[config.mk]
export PLATFORM = sky130hd
export DESIGN_NAME = bech32_charset_decode
export DESIGN_NICKNAME = d
export VERILOG_FILES = /design/src/design/bcd_pkg.sv /design/src/design/bcd_decode.sv /design/src/design/bcd_outq.sv /design/src/design/bech32_charset_decode.sv
export SDC_FILE = /design/constraint.sdc
export NUM_CORES = 1
export LEC_CHECK = 0
export ABC_AREA = 1
export BUFFER_PORTS_ARGS = -buffer_cell sky130_fd_sc_hd__buf_2
export CAP_MARGIN = 20
export CELL_PAD_IN_SITES_DETAIL_PLACEMENT = 0
export CELL_PAD_IN_SITES_GLOBAL_PLACEMENT = 2
export CORE_UTILIZATION = 30
export DETAILED_ROUTE_END_ITERATION = 12
export PLACE_DENSITY_LB_ADDON = 0.1
export SETUP_SLACK_MARGIN = 0.1
export SYNTH_ARGS = -nofsm -noshare
export SYNTH_HDL_FRONTEND = slang
export SYNTH_SLANG_ARGS = --single-unit
[constraint.sdc]
create_clock -name clk -period 3.53 [get_ports clk]
set_clock_uncertainty 0.15 [all_clocks]
set_input_delay 0.5295 -clock clk [delete_from_list [all_inputs] [get_ports clk]]
set_output_delay 0.5295 -clock clk [all_outputs]
set_load 0.02 [all_outputs]
[src/design/bcd_pkg.sv]
// Package for the bech32 character decoder: item types, result kinds,
// status codes and the alphabet lookup. Depends on nothing.
package bcd_pkg;

  // Result kinds.
  localparam logic [1:0] KIND_PREFIX = 2'd0;
  localparam logic [1:0] KIND_DATA   = 2'd1;
  localparam logic [1:0] KIND_STATUS = 2'd2;

  // End status codes.
  localparam logic [7:0] ST_OK       = 8'd0;
  localparam logic [7:0] ST_NOSEP    = 8'd1;
  localparam logic [7:0] ST_BADCHAR  = 8'd2;
  localparam logic [7:0] ST_MIXED    = 8'd3;

  // Character constants.
  localparam logic [7:0] CH_SEP   = 8'h31;
  localparam logic [7:0] CH_UP_A  = 8'h41;
  localparam logic [7:0] CH_UP_Z  = 8'h5A;
  localparam logic [7:0] CH_LO_A  = 8'h61;
  localparam logic [7:0] CH_LO_Z  = 8'h7A;
  localparam logic [7:0] CASE_OFS = 8'h20;

  // Result queue depth and pointer widths.
  localparam int QDEPTH = 4;
  localparam int QPTRW  = $clog2(QDEPTH);
  localparam int QCNTW  = $clog2(QDEPTH + 1);

  // One result item.
  typedef struct packed {
    logic [1:0] kind;
    logic [7:0] value;
    logic       fin;
  } res_item_t;

  // Up to two results produced by one input item, in order.
  typedef struct packed {
    logic      vld0;
    res_item_t item0;
    logic      vld1;
    res_item_t item1;
  } res_pair_t;

  // Alphabet lookup: bit 5 set means the symbol is in the alphabet,
  // bits 4:0 are its 5-bit group.
  function automatic logic [5:0] sym_lookup(input logic [7:0] c);
    logic [5:0] r;
    r = 6'd0;
    case (c)
      "q": r = {1'b1, 5'd0};   "p": r = {1'b1, 5'd1};
      "z": r = {1'b1, 5'd2};   "r": r = {1'b1, 5'd3};
      "y": r = {1'b1, 5'd4};   "9": r = {1'b1, 5'd5};
      "x": r = {1'b1, 5'd6};   "8": r = {1'b1, 5'd7};
      "g": r = {1'b1, 5'd8};   "f": r = {1'b1, 5'd9};
      "2": r = {1'b1, 5'd10};  "t": r = {1'b1, 5'd11};
      "v": r = {1'b1, 5'd12};  "d": r = {1'b1, 5'd13};
      "w": r = {1'b1, 5'd14};  "0": r = {1'b1, 5'd15};
      "s": r = {1'b1, 5'd16};  "3": r = {1'b1, 5'd17};
      "j": r = {1'b1, 5'd18};  "n": r = {1'b1, 5'd19};
      "5": r = {1'b1, 5'd20};  "4": r = {1'b1, 5'd21};
      "k": r = {1'b1, 5'd22};  "h": r = {1'b1, 5'd23};
      "c": r = {1'b1, 5'd24};  "e": r = {1'b1, 5'd25};
      "6": r = {1'b1, 5'd26};  "m": r = {1'b1, 5'd27};
      "u": r = {1'b1, 5'd28};  "a": r = {1'b1, 5'd29};
      "7": r = {1'b1, 5'd30};  "l": r = {1'b1, 5'd31};
      default: r = 6'd0;
    endcase
    return r;
  endfunction

endpackage

[src/design/bcd_decode.sv]
// Per-character decode step and string state of the bech32 decoder.
// Depends on bcd_pkg.
module bcd_decode (
  input  logic              clk,
  input  logic              rst_n,
  input  logic              step,
  input  logic [7:0]        ch,
  input  logic              last_char,
  output bcd_pkg::res_pair_t res
);

  logic       sep_r, up_r, lo_r, bad_r;
  logic [6:0] bits_r;
  logic [2:0] cnt_r;
  logic       sep_nxt, up_nxt, lo_nxt, bad_nxt;
  logic [6:0] bits_nxt;
  logic [2:0] cnt_nxt;

  logic        is_up, is_lo, err;
  logic [7:0]  folded;
  logic [5:0]  sym;
  logic [11:0] acc;
  logic [3:0]  cnt_sum;
  logic [2:0]  cnt_rem;
  logic [11:0] acc_sh;
  logic [7:0]  status;

  // Case folding, alphabet lookup and bit packing for one character.
  always_comb begin
    is_up   = (ch >= bcd_pkg::CH_UP_A) && (ch <= bcd_pkg::CH_UP_Z);
    is_lo   = (ch >= bcd_pkg::CH_LO_A) && (ch <= bcd_pkg::CH_LO_Z);
    folded  = is_up ? ch + bcd_pkg::CASE_OFS : ch;
    sym     = bcd_pkg::sym_lookup(folded);
    acc     = {bits_r, sym[4:0]};
    cnt_sum = {1'b0, cnt_r} + 4'd5;
    cnt_rem = cnt_sum[2:0];
    acc_sh  = acc >> cnt_rem;

    sep_nxt  = sep_r;
    up_nxt   = up_r | is_up;
    lo_nxt   = lo_r | is_lo;
    bad_nxt  = bad_r;
    bits_nxt = bits_r;
    cnt_nxt  = cnt_r;
    err      = bad_r || (up_nxt && lo_nxt);
    res      = '0;

    if (!sep_r) begin
      if (ch == bcd_pkg::CH_SEP) begin
        sep_nxt = 1'b1;
      end else if (!(up_nxt && lo_nxt)) begin
        res.vld0        = 1'b1;
        res.item0.kind  = bcd_pkg::KIND_PREFIX;
        res.item0.value = folded;
      end
    end else if (!sym[5]) begin
      // Bytes above 127 never match the alphabet either.
      bad_nxt = 1'b1;
    end else begin
      if (!err) begin
        if (cnt_sum[3]) begin
          res.vld0        = 1'b1;
          res.item0.kind  = bcd_pkg::KIND_DATA;
          res.item0.value = acc_sh[7:0];
          cnt_nxt         = cnt_rem;
          bits_nxt        = acc[6:0] & ((7'd1 << cnt_rem) - 7'd1);
        end else begin
          cnt_nxt  = cnt_sum[2:0];
          bits_nxt = acc[6:0];
        end
      end
    end

    // End status, taken from the state this character leaves.
    if (!sep_nxt) begin
      status = bcd_pkg::ST_NOSEP;
    end else if (bad_nxt) begin
      status = bcd_pkg::ST_BADCHAR;
    end else if (up_nxt && lo_nxt) begin
      status = bcd_pkg::ST_MIXED;
    end else begin
      status = bcd_pkg::ST_OK;
    end
    res.vld1        = last_char;
    res.item1.kind  = bcd_pkg::KIND_STATUS;
    res.item1.value = status;
    res.item1.fin   = 1'b1;
  end

  // String state; cleared after the last character of a string.
  always_ff @(posedge clk) begin
    if (!rst_n || (step && last_char)) begin
      sep_r  <= 1'b0;
      up_r   <= 1'b0;
      lo_r   <= 1'b0;
      bad_r  <= 1'b0;
      bits_r <= '0;
      cnt_r  <= '0;
    end else if (step) begin
      sep_r  <= sep_nxt;
      up_r   <= up_nxt;
      lo_r   <= lo_nxt;
      bad_r  <= bad_nxt;
      bits_r <= bits_nxt;
      cnt_r  <= cnt_nxt;
    end
  end

endmodule

[src/design/bcd_outq.sv]
// Result queue of the bech32 decoder: takes up to two items a cycle and
// hands out one. Depends on bcd_pkg.
module bcd_outq (
  input  logic                  clk,
  input  logic                  rst_n,
  input  logic                  push,
  input  bcd_pkg::res_pair_t    res,
  output logic                  room2,
  output logic                  out_valid,
  input  logic                  out_ready,
  output bcd_pkg::res_item_t    out_item,
  output logic [bcd_pkg::QCNTW-1:0] level
);

  bcd_pkg::res_item_t mem_r [bcd_pkg::QDEPTH];
  logic [bcd_pkg::QPTRW-1:0] wr_r, rd_r, wr_nxt, rd_nxt, wr_p1;
  logic [bcd_pkg::QCNTW-1:0] cnt_r, cnt_nxt;
  logic [1:0]                n_in;
  logic                      pop;
  bcd_pkg::res_item_t        first;

  assign pop       = out_valid && out_ready;
  assign out_valid = (cnt_r != '0);
  assign out_item  = mem_r[rd_r];
  assign room2     = (cnt_r <= bcd_pkg::QCNTW'(bcd_pkg::QDEPTH - 2));
  assign level     = cnt_r;

  // Pointer and fill bookkeeping.
  always_comb begin
    n_in    = push ? ({1'b0, res.vld0} + {1'b0, res.vld1}) : 2'd0;
    first   = res.vld0 ? res.item0 : res.item1;
    wr_p1   = wr_r + 1'b1;
    wr_nxt  = wr_r + bcd_pkg::QPTRW'(n_in);
    rd_nxt  = pop ? rd_r + 1'b1 : rd_r;
    cnt_nxt = cnt_r + bcd_pkg::QCNTW'(n_in) - bcd_pkg::QCNTW'(pop);
  end

  always_ff @(posedge clk) begin
    if (!rst_n) begin
      wr_r  <= '0;
      rd_r  <= '0;
      cnt_r <= '0;
    end else begin
      wr_r  <= wr_nxt;
      rd_r  <= rd_nxt;
      cnt_r <= cnt_nxt;
    end
  end

  // Entry writes: the first item at the tail, the status after it.
  always_ff @(posedge clk) begin
    if (n_in != 2'd0) begin
      mem_r[wr_r] <= first;
    end
    if (n_in == 2'd2) begin
      mem_r[wr_p1] <= res.item1;
    end
  end

endmodule

[src/design/bech32_charset_decode.sv]
// Top level of the streaming bech32 string decoder (no checksum check).
// Depends on bcd_pkg, bcd_decode and bcd_outq.
//
//  channel  direction  ports                               item
//  in       input      in_valid/in_ready, in_ch, in_last_char   one character
//  out      output     out_valid/out_ready, out_kind,
//                      out_value, out_final_res                 one result
//
// A character is registered on acceptance, decoded from the input register
// once the queue has room for two items, and its results are written to the queue.
// One character is taken per cycle while the queue holds two items or fewer.
// Only the last character of a string gives two results, so with no output
// stalls there is at most one input stall per string, when the four-entry
// queue is three deep.
// Reset is synchronous and active low and empties the input register,
// the queue and the string state. A stalled output holds the queue head.
module bech32_charset_decode (
  input  logic       clk,
  input  logic       rst_n,
  input  logic       in_valid,
  output logic       in_ready,
  input  logic [7:0] in_ch,
  input  logic       in_last_char,
  output logic       out_valid,
  input  logic       out_ready,
  output logic [1:0] out_kind,
  output logic [7:0] out_value,
  output logic       out_final_res
);

  logic       vld_r;
  logic [7:0] ch_r;
  logic       last_r;
  logic       step, room2;
  bcd_pkg::res_pair_t res;
  bcd_pkg::res_item_t head;
  logic [bcd_pkg::QCNTW-1:0] level;

  assign step     = vld_r && room2;
  assign in_ready = !vld_r || step;

  // Input register.
  always_ff @(posedge clk) begin
    if (!rst_n) begin
      vld_r <= 1'b0;
    end else if (in_ready) begin
      vld_r <= in_valid;
    end
  end

  always_ff @(posedge clk) begin
    if (in_ready && in_valid) begin
      ch_r   <= in_ch;
      last_r <= in_last_char;
    end
  end

  bcd_decode u_decode (
    .clk       (clk),
    .rst_n     (rst_n),
    .step      (step),
    .ch        (ch_r),
    .last_char (last_r),
    .res       (res)
  );

  bcd_outq u_outq (
    .clk       (clk),
    .rst_n     (rst_n),
    .push      (step),
    .res       (res),
    .room2     (room2),
    .out_valid (out_valid),
    .out_ready (out_ready),
    .out_item  (head),
    .level     (level)
  );

  assign out_kind      = head.kind;
  assign out_value     = head.value;
  assign out_final_res = head.fin;

  // The queue never holds more items than it has entries.
  a_level: assert property (@(posedge clk) disable iff (!rst_n)
    level <= bcd_pkg::QCNTW'(bcd_pkg::QDEPTH))
    else $error("result queue overfilled");

  // Only an end status closes a string.
  a_fin: assert property (@(posedge clk) disable iff (!rst_n)
    out_valid |-> (out_final_res == (out_kind == bcd_pkg::KIND_STATUS)))
    else $error("final flag on a non-status result");

  // A held character stays in the input register until it is decoded.
  a_hold: assert property (@(posedge clk) disable iff (!rst_n)
    (vld_r && !step) |=> (vld_r && $stable(ch_r) && $stable(last_r)))
    else $error("input register lost a character");

  // A decoded last character always yields a status result.
  a_status: assert property (@(posedge clk) disable iff (!rst_n)
    (step && last_r) |-> res.vld1)
    else $error("missing end status");

endmodule

Word level (Yosys, flattened, before mapping)
Memories as Yosys holds them, arrays and structs flattened. A register that Yosys moved wholly into a read port is not among the register bits.
Cells that the tools add are included.
{"block": "op_classes", "eq_ne": 2, "bitwise_logic": 4, "add_sub_neg": 9, "n_shift": 2, "n_reduce_logical": 15, "order_cmp": 5, "n_mux": 24}
{"cell": "11-bit 2-to-1 mux", "n": 7}
{"cell": "8-bit 2-to-1 mux", "n": 3}
{"cell": "8-bit by 7-bit greater-or-equal comparator with 1-bit output (second input constant)", "n": 2}
{"cell": "8-bit by 7-bit <= comparator with 1-bit output (second input constant)", "n": 2}
{"cell": "12-bit by 3-bit >> shifter with 8-bit output", "n": 1}
{"cell": "8-bit by 6-bit adder with 8-bit output (second input constant)", "n": 1}
{"cell": "8-bit by 6-bit equality test with 1-bit output (second input constant)", "n": 1}
{"cell": "1-bit 2-to-1 mux", "n": 8}
{"cell": "2-bit 2-to-1 mux", "n": 4}
{"cell": "7-bit AND", "n": 1}
{"cell": "1-bit logical AND", "n": 7}
{"cell": "7-bit 2-to-1 mux", "n": 1}
{"cell": "1-bit by 3-bit left shift with 7-bit output (first input constant)", "n": 1}
{"cell": "7-bit by 1-bit subtractor with 7-bit output (second input constant)", "n": 1}
{"cell": "6-bit 2-to-1 mux", "n": 1}
{"cell": "2-bit by 1-bit adder with 2-bit output (second input constant)", "n": 2}
{"cell": "3-bit by 3-bit adder with 4-bit output (second input constant)", "n": 1}
{"cell": "4-bit AND reduction", "n": 1}
{"cell": "3-bit by 2-bit adder with 3-bit output", "n": 1}
{"cell": "3-bit by 2-bit <= comparator with 1-bit output (second input constant)", "n": 1}
{"cell": "1-bit logical OR", "n": 3}
{"cell": "3-bit nonzero test", "n": 1}
{"cell": "3-bit by 1-bit subtractor with 3-bit output", "n": 1}
{"cell": "1-bit by 1-bit adder with 2-bit output", "n": 1}
{"cell": "other kinds (6)", "n": 8}
{"block": "word_totals", "regBits": 31, "mem_count": 2, "ramBits": 44, "out_inout_bits": 13, "in_bits": 13, "rom_bits": 768}
{"name": "(name not given)", "words": 128, "word_bits": 6, "read_ports": 1, "rd_clocked_by_memory_dff": 0, "write_ports": 0, "line": "bcd_pkg.sv:49", "text": "case (c)"}
{"name": "u_outq.mem_r", "words": 4, "word_bits": 11, "read_ports": 1, "rd_clocked_by_memory_dff": 1, "write_ports": 2, "line": "bcd_outq.sv:15", "text": "bcd_pkg::res_item_t mem_r [bcd_pkg::QDEPTH];"}

Depth between registers and ports, before layout
An unclocked memory read counts as a cell.
{"block": "depth", "word_depth": 15, "ltp_mapped": 27, "depth_no_buf": 27}

Modules after synthesis
From an unflattened synthesis, not the netlist that was laid out.
{"block": "hier_totals", "hier_cells": 709, "hier_area_um2": 5346.4}
{"mod": "bcd_outq", "seq_area_each_um2": 1501.4, "cells_per_inst": 315, "area_each_um2": 2920.3, "n_inst": 1}
{"mod": "bcd_decode", "seq_area_each_um2": 280.3, "cells_per_inst": 376, "area_each_um2": 2097.0, "n_inst": 1}
{"mod": "bech32_charset_decode", "seq_area_each_um2": 290.3, "cells_per_inst": 18, "area_each_um2": 329.1, "n_inst": 1}

Worst setup path before layout
OpenSTA, ideal clock, no wires.
{"block": "synth_timing", "kind": "register to register", "start": "register ch_r[1]", "end": "memory u_outq.mem_r[0][9] (netlist bit)", "path_stages_with_launch": 26, "path_slack_ns": -0.016, "arrival_time_ns": 3.275, "period_less_slack_ns": 3.546, "t_required_ns": 3.259, "path_cell_list": "edfxtp_1 > inv_1 > ha_1 > inv_1 > nor2_1 > nand2_1 > nand3_2 > nand2_1 > nand2_1 > nand2_2 > nand2_4 > nor2_4 > nand3_1 > nand2_1 > nand2_1 > inv_1 > ha_1 > inv_1 > nor2_1 > nor2_1 > nor3_2 > inv_1 > nand2_1 > inv_1 > nand2_1 > o21ai_0"}
{"element": "start: declaration", "line": "bech32_charset_decode.sv:32", "text": "logic [7:0] ch_r;"}
{"element": "start signal: assignment", "line": "bech32_charset_decode.sv:53", "text": "ch_r <= in_ch;"}
{"element": "end: declaration", "line": "bcd_outq.sv:15"}

Final worst setup path
{"block": "layout_timing", "start": "register ch_r[0]", "end": "register u_outq.cnt_r (netlist bit u_outq.level[1])"}
{"block": "layout_between", "elab_chain_len": 12, "elab_cells_between_ends": 24, "cone_classes": "4 x add/sub; 4 x order compare; 1 x eq/ne; 8 x mux; 2 x bitwise; 4 x reduce/logical; 1 x memory"}
{"element": "branches (longest 7 deep; another with 8-bit by 7-bit greater-or-equal comparator with 1-bit output)"}
{"element": "11-bit 2-to-1 mux (*)", "line": "bcd_decode.sv:48", "text": "if (!sep_r) begin"}
{"element": "1-bit by 1-bit adder with 2-bit output (*)", "line": "bcd_outq.sv:30", "text": "n_in = push ? ({1'b0, res.vld0} + {1'b0, res.vld1}) : 2'd0;"}
{"element": "2-bit 2-to-1 mux (*)", "line": "bcd_outq.sv:30"}
{"element": "3-bit by 2-bit adder with 3-bit output (*)", "line": "bcd_outq.sv:35", "text": "cnt_nxt = cnt_r + bcd_pkg::QCNTW'(n_in) - bcd_pkg::QCNTW'(pop);"}
{"element": "3-bit by 1-bit subtractor with 3-bit output (*)", "line": "bcd_outq.sv:35"}
{"element": "net u_outq.cnt_nxt, one bit", "line": "bcd_outq.sv:17", "text": "logic [bcd_pkg::QCNTW-1:0] cnt_r, cnt_nxt;"}
{"element": "end signal: assignment", "line": "bcd_outq.sv:46", "text": "cnt_r <= cnt_nxt;"}
{"element": "end: declaration", "line": "bcd_outq.sv:17"}
Mark *: on every way through the listed nets, which the timed path passes.
A chain may end at the register's enable or synchronous reset.

==> flow_metrics.env <==
export IMPL_async_reset_ff_frac=0
export IMPL_final_nets=775
export IMPL_slew_violations=0
export IMPL_wl_per_cell_um=13.9
export IMPL_stdcell_area_um2=5860
export IMPL_grt_first_pass_wirelength_mm=21.3
export IMPL_cts_clk_slew_worst_paths_ns=0.06
export IMPL_r2r_end="u_outq.level[1]$_SDFF_PN0_"
export IMPL_holdPathStages=1
export IMPL_synth_edf_count=17
export IMPL_cpMostUsedCell="inv_2"
export IMPL_pre_cts_slack_ns=-0.0249
export IMPL_hpwl_mm=9.75
export IMPL_powerDensity_nw_per_um2=548
export IMPL_crit_type="flip-flop to flip-flop"
export IMPL_coreArea_um2=14700
export IMPL_place_inst=891
export IMPL_antenna_found_initial=0
export IMPL_ys_flop_type="dfxtp_1"
export IMPL_r2r_cells=23
export IMPL_cts_made_buffers=9
export IMPL_drive_above_1_share=0.253
export IMPL_viasPerCell=4.82
export IMPL_p_leak_nw=2.61
export IMPL_min_to="ch_r[5]$_DFFE_PP_"
export IMPL_cp_slowest_cell="fa_2"
export IMPL_crit_path_end_kind="flip-flop"
export IMPL_placed_area_um2=5140
export IMPL_yosysSeqAreaShare=0.358
export IMPL_cap_violations=0
export IMPL_cp_start_kind="flip-flop"
export IMPL_route_vias_total=4485
export IMPL_topRoutingLayerUsed="met4"
export IMPL_status="finished clean"
export IMPL_synth_top_area_share=0.246
export IMPL_grt_pass1_vias=4267
export IMPL_synth_cells=664
export IMPL_grt_util_all_layers=0.171
export IMPL_min_delay_start="in_ch[5]"
export IMPL_n_antenna_cell=0
export IMPL_critical_path_top_delay_family="simple AND/OR/NAND/NOR gates"
export IMPL_dr_pass1_iters=7
export IMPL_route_met2_wl_mm=6.02
export IMPL_yosys_top_cells_area="dfxtp_1 25%, nand2_1 17%, edfxtp_1 11%"
export IMPL_first_iter_violations=319
export IMPL_syn_area_per_cell_um2=6.87
export IMPL_h_tree_depth=3
export IMPL_path_max_fanout=4
export IMPL_area_growth_pct=28.5
export IMPL_io_buffers=25
export IMPL_dieArea_um2=15700
export IMPL_rrSetupSlack_ns=0.24
export IMPL_wl_met1_mm=6.37
export IMPL_cts_sinks=73
export IMPL_clock_latency_ns=0.34
export IMPL_worstPathArrival_ns=3.42
export IMPL_period_needed_ns=3.29
export IMPL_ys_seq_elements=73
export IMPL_instances_no_fill=930
export IMPL_start_util=0.310
export IMPL_crit_required_ns=3.66
export IMPL_layout_setup_ws_ns=0.244
export IMPL_ys_types=45
export IMPL_syn_num_nets=698
export IMPL_cts_path_max_buffers=2
export IMPL_gp_congestion=0.863
export IMPL_crit_cells=23
export IMPL_grt_max_degree=22
export IMPL_max_freq_ghz=0.304
export IMPL_die_x_um=125
export IMPL_hold_viol=0
export IMPL_rows=44
export IMPL_rsz0062_at_grt="true"
export IMPL_ys_warn_count=0
export IMPL_met3_length_um=422
export IMPL_setup_viol=0
export IMPL_r2r_start="ch_r[0]$_DFFE_PP_"
export IMPL_syn_area_um2=4560
export IMPL_cts_root_buf="clkbuf_16"
export IMPL_ir_worst_vdd_v=0.000378
export IMPL_die_h_um=125
export IMPL_io_pins=26
export IMPL_ant_nets=0
export IMPL_route_detailed_drc=0
export IMPL_relSlewSlack=0.472
export IMPL_period_share=0.931
export IMPL_hp_class="input port to flip-flop"
export IMPL_path_cells="inv_2 -> ha_4 -> nand2_4 -> nor2_2 -> nand3_1 -> nand3b_1 -> nand2_1 -> nand2_2 -> nand2_4 -> nor2_4 -> nand3_2 -> nand2_2 -> nand2_2 -> inv_2 -> ha_4 -> inv_2 -> nor2_4 -> inv_4 -> ha_4 -> inv_2 -> fa_2 -> nand2_1 -> inv_1"
export IMPL_cp_buffers_inverters=6
export IMPL_overflow=0
export IMPL_max_stage_delay_ns=0.51
export IMPL_wl_mm=12.9
export IMPL_synth_area_leader_cell="dfxtp_1"
export IMPL_tightest_slew_ns=0.791
export IMPL_tritoncts="done"
==> synth_stat cells (3+ instances only) <==
library cell	count
nor2_2	4
dfxtp_1	56
buf_4	3
ha_1	20
buf_2	4
a21oi_1	33
o21ai_2	4
nand2_4	4
nor3_2	4
edfxtp_1	17
inv_2	3
nor3_1	6
clkbuf_1	12
nand2_2	4
o22ai_1	12
inv_1	69
nand3_1	38
o21ai_0	68
a31oi_1	4
o21ai_1	4
nand2_1	205
nor2_1	60
==> report_power, final <==
| part | switching (mW) | internal, mW |
|---|---|---|
| combinational | 0.694 | 0.421 |
| clock | 0.385 | 0.562 |
| sequential | 0.107 | 1.04 |
| total | 1.19 | 2.02 |
==> cell type report <==
class	count	area (um^2)
inverters	73	279
multi-input cells	497	2800
flip-flops and latches	73	1630
clock buffers	12	278
fillers	1546	8840
repair buffers	87	609
well taps	184	230
clock inverters	4	31.3
==> timing repair <==
item,in CTS,in global routing
pin swaps,1,24
resized for setup,10,56
hold buffers,0,0
setup endpoints to repair,43,51
buffers inserted,9,14
==> through the flow <==
step / TNS, ns / hold slack, ns / power [mW] / utilization
2_1_floorplan: 0 / 0.271 / 1.85 / -
3_3_place_gp: -0.0615 / 0.286 / 2.18 / 0.350
3_5_place_dp: -0.0928 / 0.286 / 2.18 / 0.350
4_1_cts: 0 / 0.208 / 3.15 / 0.377
5_1_grt: 0 / 0.210 / 3.42 / 0.399
6_report: 0 / 0.220 / 3.21 / 0.399
==> sequential cells by signal, indices dropped and copies added, names as in the netlist, named ones only <==
signal,cells
u_outq.mem_r,40
ch_r,8
u_decode.bits_r,7
u_decode.cnt_r,3
u_outq.level,3
u_outq.rd_r,2
u_outq.wr_r,2
last_r,1
u_decode.bad_r,1
u_decode.lo_r,1
u_decode.sep_r,1
u_decode.up_r,1
vld_r,1
==> layer usage <==
layer	up-vias	track usage
li1	2321	-
met1	2056	0.232
met2	98	0.281
met3	10	0.0257
met4	0	0.0488
met5	-	0
==> placed cells by master (no fill, tap or decap), types with 4 or more instances in the layout <==
cell and n:
nand2_1 195, o21ai_0 65, buf_4 57, inv_1 56
dfxtp_1 56, nor2_1 52, nand3_1 33, a21oi_1 32
buf_2 25, edfxtp_1 17, inv_2 14, ha_1 14
o22ai_1 12, nand2_2 11, clkbuf_16 10, nor2_4 7
nor2_2 7, nand2_4 7, nor3_4 7, o21ai_1 6
nand3_2 5, o21ai_2 5, ha_4 5, buf_6 5
a31oi_1 4
==> cell families (layout without fill, tap and decap cells) <==
family / count (synthesis) / after routing / share of synthesized area
compound gates: 133 / 133 / 0.162
xor+xnor: 2 / 2 / 0.00384
fa+ha+maj: 21 / 21 / 0.0593
buf+inv: 94 / 176 / 0.0842
flops: 73 / 73 / 0.358
simple gates: 341 / 341 / 0.333
==> worst max-delay path by stage <==
stage | end | slack, ns | startpoint
2_1_floorplan | u_outq.mem_r[0][9]$_SDFFE_PP0P_ | 0.13 | ch_r[1]$_DFFE_PP_
3_3_place_gp | u_outq.mem_r[0][1]$_DFFE_PP_ | -0.03 | ch_r[3]$_DFFE_PP_
3_5_place_dp | u_outq.mem_r[1][9]$_SDFFE_PP0P_ | -0.02 | ch_r[0]$_DFFE_PP_
4_1_cts | u_outq.level[2]$_SDFF_PN0_ | 0.12 | ch_r[0]$_DFFE_PP_
5_1_grt | u_outq.level[1]$_SDFF_PN0_ | 0.03 | ch_r[3]$_DFFE_PP_
6_report | u_outq.level[1]$_SDFF_PN0_ | 0.24 | ch_r[0]$_DFFE_PP_
No activity file was read; power rests on OpenSTA's default activity.
